**src/tmpp_pkg.sv**
```systemverilog
// Shared types and constants of the timed motion program player.
package tmpp_pkg;

  // Input item modes
  localparam logic [1:0] MODE_WRITE = 2'd0;
  localparam logic [1:0] MODE_START = 2'd1;
  localparam logic [1:0] MODE_STOP  = 2'd2;
  localparam logic [1:0] MODE_TICK  = 2'd3;

  // Program entry kinds; kind 7 plays like pause
  localparam logic [2:0] KIND_FORWARD   = 3'd0;
  localparam logic [2:0] KIND_BACKWARD  = 3'd1;
  localparam logic [2:0] KIND_LEFT      = 3'd2;
  localparam logic [2:0] KIND_RIGHT     = 3'd3;
  localparam logic [2:0] KIND_LIGHT_ON  = 3'd4;
  localparam logic [2:0] KIND_LIGHT_OFF = 3'd5;

  localparam int unsigned ENTRY_W    = 18;
  localparam int unsigned STEP_LIMIT = 64;
  localparam int unsigned MS_W       = 18;

  localparam logic [MS_W-1:0] MS_PER_SECOND  = 18'd1000;
  localparam logic [MS_W-1:0] ELAPSED_MAX    = '1;
  localparam logic [7:0]      LIGHT_ON_LEVEL = 8'd255;

  typedef struct packed {
    logic [2:0] kind;
    logic [6:0] speed;
    logic [7:0] seconds;
  } entry_t;

  // Controller to datapath
  typedef struct packed {
    logic write;
    logic start;
    logic stop;
    logic tick;
    logic apply;
  } cmd_t;

  // Datapath to controller
  typedef struct packed {
    logic advance;
    logic zero_len;
  } status_t;

endpackage

```
**src/tmpp_ram.sv**
```systemverilog
// Generic single write port, single read port RAM with registered read.
module tmpp_ram #(
  parameter int unsigned WIDTH = 18,
  parameter int unsigned DEPTH = 64,
  parameter int unsigned AW    = (DEPTH > 1) ? $clog2(DEPTH) : 1
) (
  input  logic             clk,
  input  logic             we,
  input  logic [AW-1:0]    waddr,
  input  logic [WIDTH-1:0] wdata,
  input  logic [AW-1:0]    raddr,
  output logic [WIDTH-1:0] rdata
);

  logic [WIDTH-1:0] mem [DEPTH];

  always_ff @(posedge clk) begin
    if (we) begin
      mem[waddr] <= wdata;
    end
    rdata <= mem[raddr];
  end

endmodule

```
**src/tmpp_ctrl.sv**
```systemverilog
// Controller: handshakes, sequencing and command generation.
module tmpp_ctrl
  import tmpp_pkg::*;
(
  input  logic       clk,
  input  logic       rst_n,
  input  logic       in_valid,
  output logic       in_ready,
  input  logic [1:0] in_mode,
  output logic       out_valid,
  input  logic       out_ready,
  input  status_t    status,
  output cmd_t       cmd
);

  localparam logic S_IDLE  = 1'b0;
  localparam logic S_APPLY = 1'b1;

  logic state_r, state_nxt;
  logic out_valid_r, out_valid_nxt;
  logic accept;
  logic done_now;

  assign in_ready  = (state_r == S_IDLE) && (!out_valid_r || out_ready);
  assign accept    = in_valid && in_ready;
  assign out_valid = out_valid_r;

  always_comb begin
    cmd       = '0;
    state_nxt = state_r;
    done_now  = 1'b0;
    unique case (state_r)
      S_IDLE: begin
        if (accept) begin
          done_now = 1'b1;
          unique case (in_mode)
            MODE_WRITE: cmd.write = 1'b1;
            MODE_START: begin
              cmd.start = 1'b1;
              if (!status.zero_len) begin
                done_now  = 1'b0;
                state_nxt = S_APPLY;
              end
            end
            MODE_STOP: cmd.stop = 1'b1;
            MODE_TICK: begin
              cmd.tick = 1'b1;
              if (status.advance) begin
                done_now  = 1'b0;
                state_nxt = S_APPLY;
              end
            end
            default: cmd = '0;
          endcase
        end
      end
      S_APPLY: begin
        // entry data is out of the RAM now
        cmd.apply = 1'b1;
        done_now  = 1'b1;
        state_nxt = S_IDLE;
      end
      default: state_nxt = S_IDLE;
    endcase
  end

  always_comb begin
    priority if (done_now) begin
      out_valid_nxt = 1'b1;
    end else if (out_ready) begin
      out_valid_nxt = 1'b0;
    end else begin
      out_valid_nxt = out_valid_r;
    end
  end

  always_ff @(posedge clk) begin
    if (!rst_n) begin
      state_r     <= S_IDLE;
      out_valid_r <= 1'b0;
    end else begin
      state_r     <= state_nxt;
      out_valid_r <= out_valid_nxt;
    end
  end

endmodule

```
**src/tmpp_dp.sv**
```systemverilog
// Datapath: program memory, step timer, wheel drive and headlight registers.
module tmpp_dp
  import tmpp_pkg::*;
#(
  parameter int unsigned PROGRAM_DEPTH = 64
) (
  input  logic              clk,
  input  logic              rst_n,
  input  cmd_t              cmd,
  output status_t           status,
  input  logic              cfg_we,
  input  logic [6:0]        cfg_program_length,
  input  logic [5:0]        entry_index,
  input  logic [2:0]        entry_kind,
  input  logic [6:0]        entry_speed,
  input  logic [7:0]        entry_seconds,
  output logic signed [7:0] drive_front_right,
  output logic signed [7:0] drive_front_left,
  output logic signed [7:0] drive_back_right,
  output logic signed [7:0] drive_back_left,
  output logic [7:0]        headlight_level,
  output logic [5:0]        step_index,
  output logic              finished
);

  // only the first 64 entries can ever be addressed
  localparam int unsigned MEM_DEPTH = (PROGRAM_DEPTH < STEP_LIMIT) ? PROGRAM_DEPTH
                                                                    : STEP_LIMIT;
  localparam int unsigned AW = (MEM_DEPTH > 1) ? $clog2(MEM_DEPTH) : 1;
  localparam logic [6:0] DEPTH_CAP = 7'(MEM_DEPTH);
  localparam logic [8:0] DEPTH_LIM = 9'(PROGRAM_DEPTH);

  logic [6:0]        len_r, len_nxt;
  logic              running_r, running_nxt;
  logic [5:0]        step_r, step_nxt;
  logic [MS_W-1:0]   elapsed_r, elapsed_nxt;
  logic [MS_W-1:0]   dur_r, dur_nxt;
  logic signed [7:0] fr_r, fr_nxt, fl_r, fl_nxt, br_r, br_nxt, bl_r, bl_nxt;
  logic [7:0]        light_r, light_nxt;

  logic [6:0]         eff_len;
  logic [6:0]         next_step;
  logic [MS_W-1:0]    elapsed_inc;
  logic               tick_done;
  logic               last_step;
  logic               mem_we;
  logic [AW-1:0]      rd_addr;
  logic [ENTRY_W-1:0] rd_data;
  entry_t             rd_entry;
  entry_t             wr_entry;
  logic signed [7:0]  sp, sn;

  assign eff_len     = (len_r > DEPTH_CAP) ? DEPTH_CAP : len_r;
  assign next_step   = {1'b0, step_r} + 7'd1;
  assign elapsed_inc = (elapsed_r == ELAPSED_MAX) ? elapsed_r : elapsed_r + 18'd1;
  assign tick_done   = (elapsed_inc >= dur_r);
  assign last_step   = (next_step >= eff_len);

  assign status.advance  = running_r && tick_done && !last_step;
  assign status.zero_len = (eff_len == 7'd0);

  assign wr_entry = '{kind: entry_kind, speed: entry_speed, seconds: entry_seconds};
  assign mem_we   = cmd.write && !running_r && ({3'b000, entry_index} < DEPTH_LIM);
  assign rd_addr  = cmd.start ? '0 : next_step[AW-1:0];

  tmpp_ram #(
    .WIDTH (ENTRY_W),
    .DEPTH (MEM_DEPTH),
    .AW    (AW)
  ) u_prog_ram (
    .clk   (clk),
    .we    (mem_we),
    .waddr (entry_index[AW-1:0]),
    .wdata (wr_entry),
    .raddr (rd_addr),
    .rdata (rd_data)
  );

  assign rd_entry = entry_t'(rd_data);
  assign sp       = signed'({1'b0, rd_entry.speed});
  assign sn       = -sp;

  always_comb begin
    len_nxt     = len_r;
    running_nxt = running_r;
    step_nxt    = step_r;
    elapsed_nxt = elapsed_r;
    dur_nxt     = dur_r;
    fr_nxt      = fr_r;
    fl_nxt      = fl_r;
    br_nxt      = br_r;
    bl_nxt      = bl_r;
    light_nxt   = light_r;

    if (cfg_we) begin
      len_nxt = cfg_program_length;
    end

    if (cmd.start) begin
      step_nxt    = '0;
      elapsed_nxt = '0;
      running_nxt = !status.zero_len;
    end

    if (cmd.stop) begin
      running_nxt = 1'b0;
    end

    if (cmd.tick && running_r) begin
      elapsed_nxt = elapsed_inc;
      if (tick_done) begin
        if (last_step) begin
          running_nxt = 1'b0;
        end else begin
          step_nxt    = next_step[5:0];
          elapsed_nxt = '0;
        end
      end
    end

    if (cmd.apply) begin
      dur_nxt = 18'(rd_entry.seconds) * MS_PER_SECOND;
      unique case (rd_entry.kind)
        KIND_FORWARD: begin
          fr_nxt = sp; fl_nxt = sp; br_nxt = sp; bl_nxt = sp;
        end
        KIND_BACKWARD: begin
          fr_nxt = sn; fl_nxt = sn; br_nxt = sn; bl_nxt = sn;
        end
        KIND_LEFT: begin
          fr_nxt = sp; fl_nxt = sn; br_nxt = sp; bl_nxt = sn;
        end
        KIND_RIGHT: begin
          fr_nxt = sn; fl_nxt = sp; br_nxt = sn; bl_nxt = sp;
        end
        KIND_LIGHT_ON:  light_nxt = LIGHT_ON_LEVEL;
        KIND_LIGHT_OFF: light_nxt = 8'd0;
        default: ; // pause
      endcase
    end
  end

  always_ff @(posedge clk) begin
    if (!rst_n) begin
      len_r     <= '0;
      running_r <= 1'b0;
      step_r    <= '0;
      elapsed_r <= '0;
      fr_r      <= '0;
      fl_r      <= '0;
      br_r      <= '0;
      bl_r      <= '0;
      light_r   <= '0;
    end else begin
      len_r     <= len_nxt;
      running_r <= running_nxt;
      step_r    <= step_nxt;
      elapsed_r <= elapsed_nxt;
      fr_r      <= fr_nxt;
      fl_r      <= fl_nxt;
      br_r      <= br_nxt;
      bl_r      <= bl_nxt;
      light_r   <= light_nxt;
    end
  end

  // entry duration is only read while running, after an apply
  always_ff @(posedge clk) begin
    dur_r <= dur_nxt;
  end

  assign drive_front_right = fr_r;
  assign drive_front_left  = fl_r;
  assign drive_back_right  = br_r;
  assign drive_back_left   = bl_r;
  assign headlight_level   = light_r;
  assign step_index        = step_r;
  assign finished          = !running_r;

endmodule

```
**src/timed_motion_program_player.sv**
```systemverilog
// Top level of the timed motion program player.
//
// Usage: program entries go in as input transactions with in_mode = write,
// one entry per transaction, while no run is active. The program length is
// set through the cfg_ channel (always ready); the user must set it
// only while the block is idle, which the block itself does not enforce.
// A start transaction plays entry 0; each tick transaction counts one
// millisecond and steps to the next entry once the entry's seconds * 1000
// have elapsed, or ends the run after the last entry. Stop halts the run
// and leaves the drives as they are. Every input transaction yields exactly
// one output transaction carrying the four wheel drives, the headlight
// level, the step and finished flag. Write, stop, a start with a zero
// program length and a tick that stays on its entry give the result in
// the cycle after acceptance; any other start or tick first passes
// through S_APPLY for the registered read of the program RAM. One item is
// in flight at a time. Reset clears the drives, headlight, step, length
// and run state; program RAM contents are left unknown until written.
// Stall: while a result is held in the output register, in_ready stays low;
// a new transaction may be accepted in the same cycle the result is taken.
module timed_motion_program_player
  import tmpp_pkg::*;
#(
  parameter int unsigned PROGRAM_DEPTH = 64
) (
  input  logic              clk,
  input  logic              rst_n,
  // input channel
  input  logic              in_valid,
  output logic              in_ready,
  input  logic [1:0]        in_mode,
  input  logic [5:0]        in_entry_index,
  input  logic [2:0]        in_entry_kind,
  input  logic [6:0]        in_entry_speed,
  input  logic [7:0]        in_entry_seconds,
  // result channel
  output logic              out_valid,
  input  logic              out_ready,
  output logic signed [7:0] out_drive_front_right,
  output logic signed [7:0] out_drive_front_left,
  output logic signed [7:0] out_drive_back_right,
  output logic signed [7:0] out_drive_back_left,
  output logic [7:0]        out_headlight_level,
  output logic [5:0]        out_step_index,
  output logic              out_finished,
  // configuration write channel
  input  logic              cfg_valid,
  output logic              cfg_ready,
  input  logic [6:0]        cfg_program_length
);

  cmd_t    cmd;
  status_t status;

  // the length register takes every write at once, so the port never stalls
  assign cfg_ready = 1'b1;

  tmpp_ctrl u_ctrl (
    .clk       (clk),
    .rst_n     (rst_n),
    .in_valid  (in_valid),
    .in_ready  (in_ready),
    .in_mode   (in_mode),
    .out_valid (out_valid),
    .out_ready (out_ready),
    .status    (status),
    .cmd       (cmd)
  );

  // State registers double as the output payload: they only change when a
  // new transaction is accepted or applied, which is never before the last result left.
  tmpp_dp #(
    .PROGRAM_DEPTH (PROGRAM_DEPTH)
  ) u_dp (
    .clk                (clk),
    .rst_n              (rst_n),
    .cmd                (cmd),
    .status             (status),
    .cfg_we             (cfg_valid && cfg_ready),
    .cfg_program_length (cfg_program_length),
    .entry_index        (in_entry_index),
    .entry_kind         (in_entry_kind),
    .entry_speed        (in_entry_speed),
    .entry_seconds      (in_entry_seconds),
    .drive_front_right  (out_drive_front_right),
    .drive_front_left   (out_drive_front_left),
    .drive_back_right   (out_drive_back_right),
    .drive_back_left    (out_drive_back_left),
    .headlight_level    (out_headlight_level),
    .step_index         (out_step_index),
    .finished           (out_finished)
  );

endmodule
```
**config.mk**
```make
export PLATFORM = sky130hd
export DESIGN_NAME = timed_motion_program_player
export DESIGN_NICKNAME = d
export VERILOG_FILES = /design/src/tmpp_pkg.sv /design/src/tmpp_ram.sv /design/src/tmpp_ctrl.sv /design/src/tmpp_dp.sv /design/src/timed_motion_program_player.sv
export SDC_FILE = /design/constraint.sdc
export NUM_CORES = 2
export LEC_CHECK = 0
export BUFFER_PORTS_ARGS = -buffer_cell sky130_fd_sc_hd__buf_2
export CELL_PAD_IN_SITES_DETAIL_PLACEMENT = 1
export CELL_PAD_IN_SITES_GLOBAL_PLACEMENT = 1
export CORE_MARGIN = 2
export CORE_UTILIZATION = 53
export CTS_CLUSTER_SIZE = 14
export DETAILED_ROUTE_END_ITERATION = 10
export GPL_ROUTABILITY_DRIVEN = 0
export GPL_TIMING_DRIVEN = 0
export PLACE_DENSITY_LB_ADDON = 0.1
export RECOVER_POWER = 25
export SKIP_LAST_GASP = 1
export SYNTH_ARGS = -nofsm -noshare
export SYNTH_HDL_FRONTEND = slang
export SYNTH_SLANG_ARGS = --single-unit
```
**constraint.sdc**
```tcl
create_clock -name clk -period 4.4 [get_ports clk]
set_input_delay 1.1 -clock clk [delete_from_list [all_inputs] [get_ports clk]]
set_output_delay 1.1 -clock clk [all_outputs]
set_load 0.005 [all_outputs]
```
==> qor.txt <==
HPWL after detailed placement -> 128000 µm
Clock-pin slew on the worst setup and hold paths -> 60 ps
DR vias -> 34700
Dpl ws -> -1410 ps
Post-Syn Area -> 51100 µm²
Startpoint types -> flip-flop
F_max -> 0.220 GHz
Nets -> 3861
Max-slew violations -> 879
Clk sink count -> 1236
Synth area leaders -> edfxtp_1 69%, mux2i_1 5.0%, dfxtp_1 2.7%, nand2_1 2.6%, a21oi_1 1.7%
Starting Density -> 0.536
GRT Overall Usage -> 0.376
Register area -> 36400 µm²
Worst Skew -> 42.7 ps
Clock latency at the later pin of the worst-skew pair -> 780 ps
Die width -> 314 µm
DRT antenna net count -> 0
Arrival @ worst endpoint -> 5130 ps
Ys async rst share -> 0
Fin. Hold Viols -> 0
Initial DRT Pass Iterations -> 6
Worst Tran Pin Value -> 4090 ps
Synth top area share -> 0.686
Violated checks -> capacitance limit, slew limit, setup timing
Synth Instances -> 3454
Critical path type -> flip-flop to flip-flop
Req. time, crit path -> 4990 ps
Sequential area share after synthesis -> 0.713
# rows -> 113
Die H -> 314 µm
Area of the multi-input gates -> 13600 µm²
Top_reg_cell synth -> edfxtp_1
Syn nets -> 3576
H-tree levels -> 4
Initial DRC Count -> 5181
Pwr/cell area -> 422 nW/µm²
Worst-case vdd ir drop -> 0.405 mV
Crit path max-delay family -> simple AND/OR/NAND/NOR gates
Lkg Pwr -> 19.7 nW
Global-route wire length before repair -> 259000 µm
Normalized max-slew margin -> -1.72
CTS tree -> built
RSZ-0062 raised after global routing -> yes
Count of different cell masters after synthesis -> 83
Top-count cell post-synth -> edfxtp_1
Post-synth EDFFs -> 1167
Largest net degree at the start of global routing -> 65
WL per Instance -> 36.3 µm
CP Max Fanout -> 22
Root Driver -> clkbuf_16
# placed instances -> 4867
Area of the die -> 98900 µm²
Final min period -> 4540 ps
CTS Buf Count -> 134
Yosys top cell by area -> edfxtp_1
Area Overhead vs Synth -> 15.4%
Syn_area_per_cell -> 14.8 µm²
Fillers -> 8802
Buf/Inv on CP -> 2
Synth Register Bits -> 1236
Worst hold path type -> flip-flop to flip-flop
DRC -> 0
Vias in the first global route -> 35000
CP peak stage delay -> 690 ps
Status -> finished with violations
Final worst slack -> -142 ps
Initial antenna violation count -> 21
Final setup fails -> 11
Overflow after GRT -> 0
Post-synth top cells -> 1167 x edfxtp_1, 360 x nand2_1, 253 x mux2i_1
IO Port Bufs -> 80
Share of layout cells above drive strength 1 -> 0.163
Yosys warns -> 0
Fin crit share -> 1.03
DRT Wirelength -> 185000 µm
CTS Buffer Depth -> 3
Cells along the critical path -> nor2b_1 > buf_2 > a31oi_4 > nand2_1 > buf_1 > o221a_2 > nor4_1 > nor4b_2 > a41o_1
Worst Setup End Kind -> flip-flop
Slowest CP cell -> nor4_1
MaxCap Viol Count -> 14
Core Region -> 95300 µm²
Vias per inst -> 6.78
Final Non-Filler Cells -> 5112
I/O pins -> 88
## routing by layer
layer	routed length (µm)	part of all wire	vias up	GRT usage
li1	-	-	14000	-
met1	67500	0.36	17700	0.489
met2	82400	0.44	2396	0.569
met3	21800	0.12	579	0.0995
met4	13500	0.073	16	0.231
met5	100	0.00054	-	0
## state kept, by name (all words and copies together), names as in the netlist, 6 cells and up
| name | count |
|---|---|
| u_dp.dur_r | 15 |
| u_dp.drive_back_left | 8 |
| u_dp.step_index | 6 |
| u_dp.drive_back_right | 8 |
| u_dp.elapsed_r | 18 |
| u_dp.u_prog_ram.rdata | 18 |
| u_dp.len_r | 7 |
| u_dp.u_prog_ram.mem | 1152 |
## where the power goes
group / switching [W] / internal (W) / leakage [nW]
clock network: 0.00467 / 0.00628 / 2.04
logic: 0.000713 / 0.000281 / 6.64
registers: 0.0000243 / 0.0129 / 11.1
## path summary, 6_finish.rpt
check	from	cells after the start	slack, ps	endpoint
setup / recovery	u_ctrl.state_r	9	-140	u_dp.u_prog_ram.rdata[13]
hold / removal	u_dp.elapsed_r[6]	1	510	u_dp.elapsed_r[6]
setup reg to reg	u_ctrl.state_r	9	-140	u_dp.u_prog_ram.rdata[13]
hold reg to reg	u_dp.elapsed_r[6]	1	510	u_dp.elapsed_r[6]
## what timing repair did
action | CTS | global route
resized for setup | 31 | 49
endpoints found under the setup margin | 42 | 46
setup buffers | 2 | 2
pin swaps | 1 | 1
hold buffers | 0 | 0
gates cloned | 0 | 0
hold endpoints to repair | 0 | 0
## cells in the final DEF, fill, tap and decap left out, types with 17 or more instances in the layout
cell	count
o311ai_0	24
clkbuf_1	140
nand3_1	44
clkbuf_16	140
and3_1	39
o211a_1	34
o21ai_0	121
xor2_1	19
nor2b_1	38
a211oi_1	32
mux2_2	20
nor4_1	25
a31oi_1	44
edfxtp_1	1167
o22ai_1	32
buf_4	41
o221a_2	34
ha_1	62
clkinv_1	29
mux2i_1	245
nor3_1	64
a41o_1	17
a221oi_1	27
nor2_1	66
buf_16	23
or3_1	18
buf_2	144
inv_1	66
fa_1	22
nand2_1	359
buf_8	40
dfxtp_1	66
xnor2_1	18
o211ai_1	28
o221ai_1	31
a21oi_1	177
nor2_2	65
## per-stage QoR
| step | TNS [ps] | total power (W) | area [µm²] | utilization | hold WS (ps) |
|---|---|---|---|---|---|
| 2_1_floorplan | 0 | 0.0137 | 51100 | - | 464 |
| 3_3_place_gp | -571240 | 0.0141 | 53000 | 0.557 | 470 |
| 3_5_place_dp | -24650 | 0.0142 | 54500 | 0.572 | 497 |
| 4_1_cts | -93.8 | 0.0249 | 58900 | 0.618 | 511 |
| 5_1_grt | -64.8 | 0.0254 | 58900 | 0.618 | 544 |
| 6_report | -759 | 0.0249 | 58900 | 0.619 | 508 |
## cell type report
type	count	share of cell area
sequential	1236	0.618
multi-input combinational	1909	0.231
clock buffer	176	0.0622
timing repair buffer	153	0.0288
tap	1265	0.0269
buffer	235	0.0198
clock inverter	60	0.00874
inverter	70	0.00450
antenna	8	0.000340
## kinds of logic after synthesis
logic type / count (synthesis) / share of synthesized area
and+or+nand+nor: 760 / 0.0673
AOI/OAI and AO/OA: 746 / 0.104
buffers and inverters: 309 / 0.0279
DFF: 1236 / 0.713
adders and majority gates: 84 / 0.0238
muxes: 278 / 0.0562
xor gates and xnor gates: 40 / 0.00730
other: 1 / 0.0000734
(Power assumes the default switching activity.)
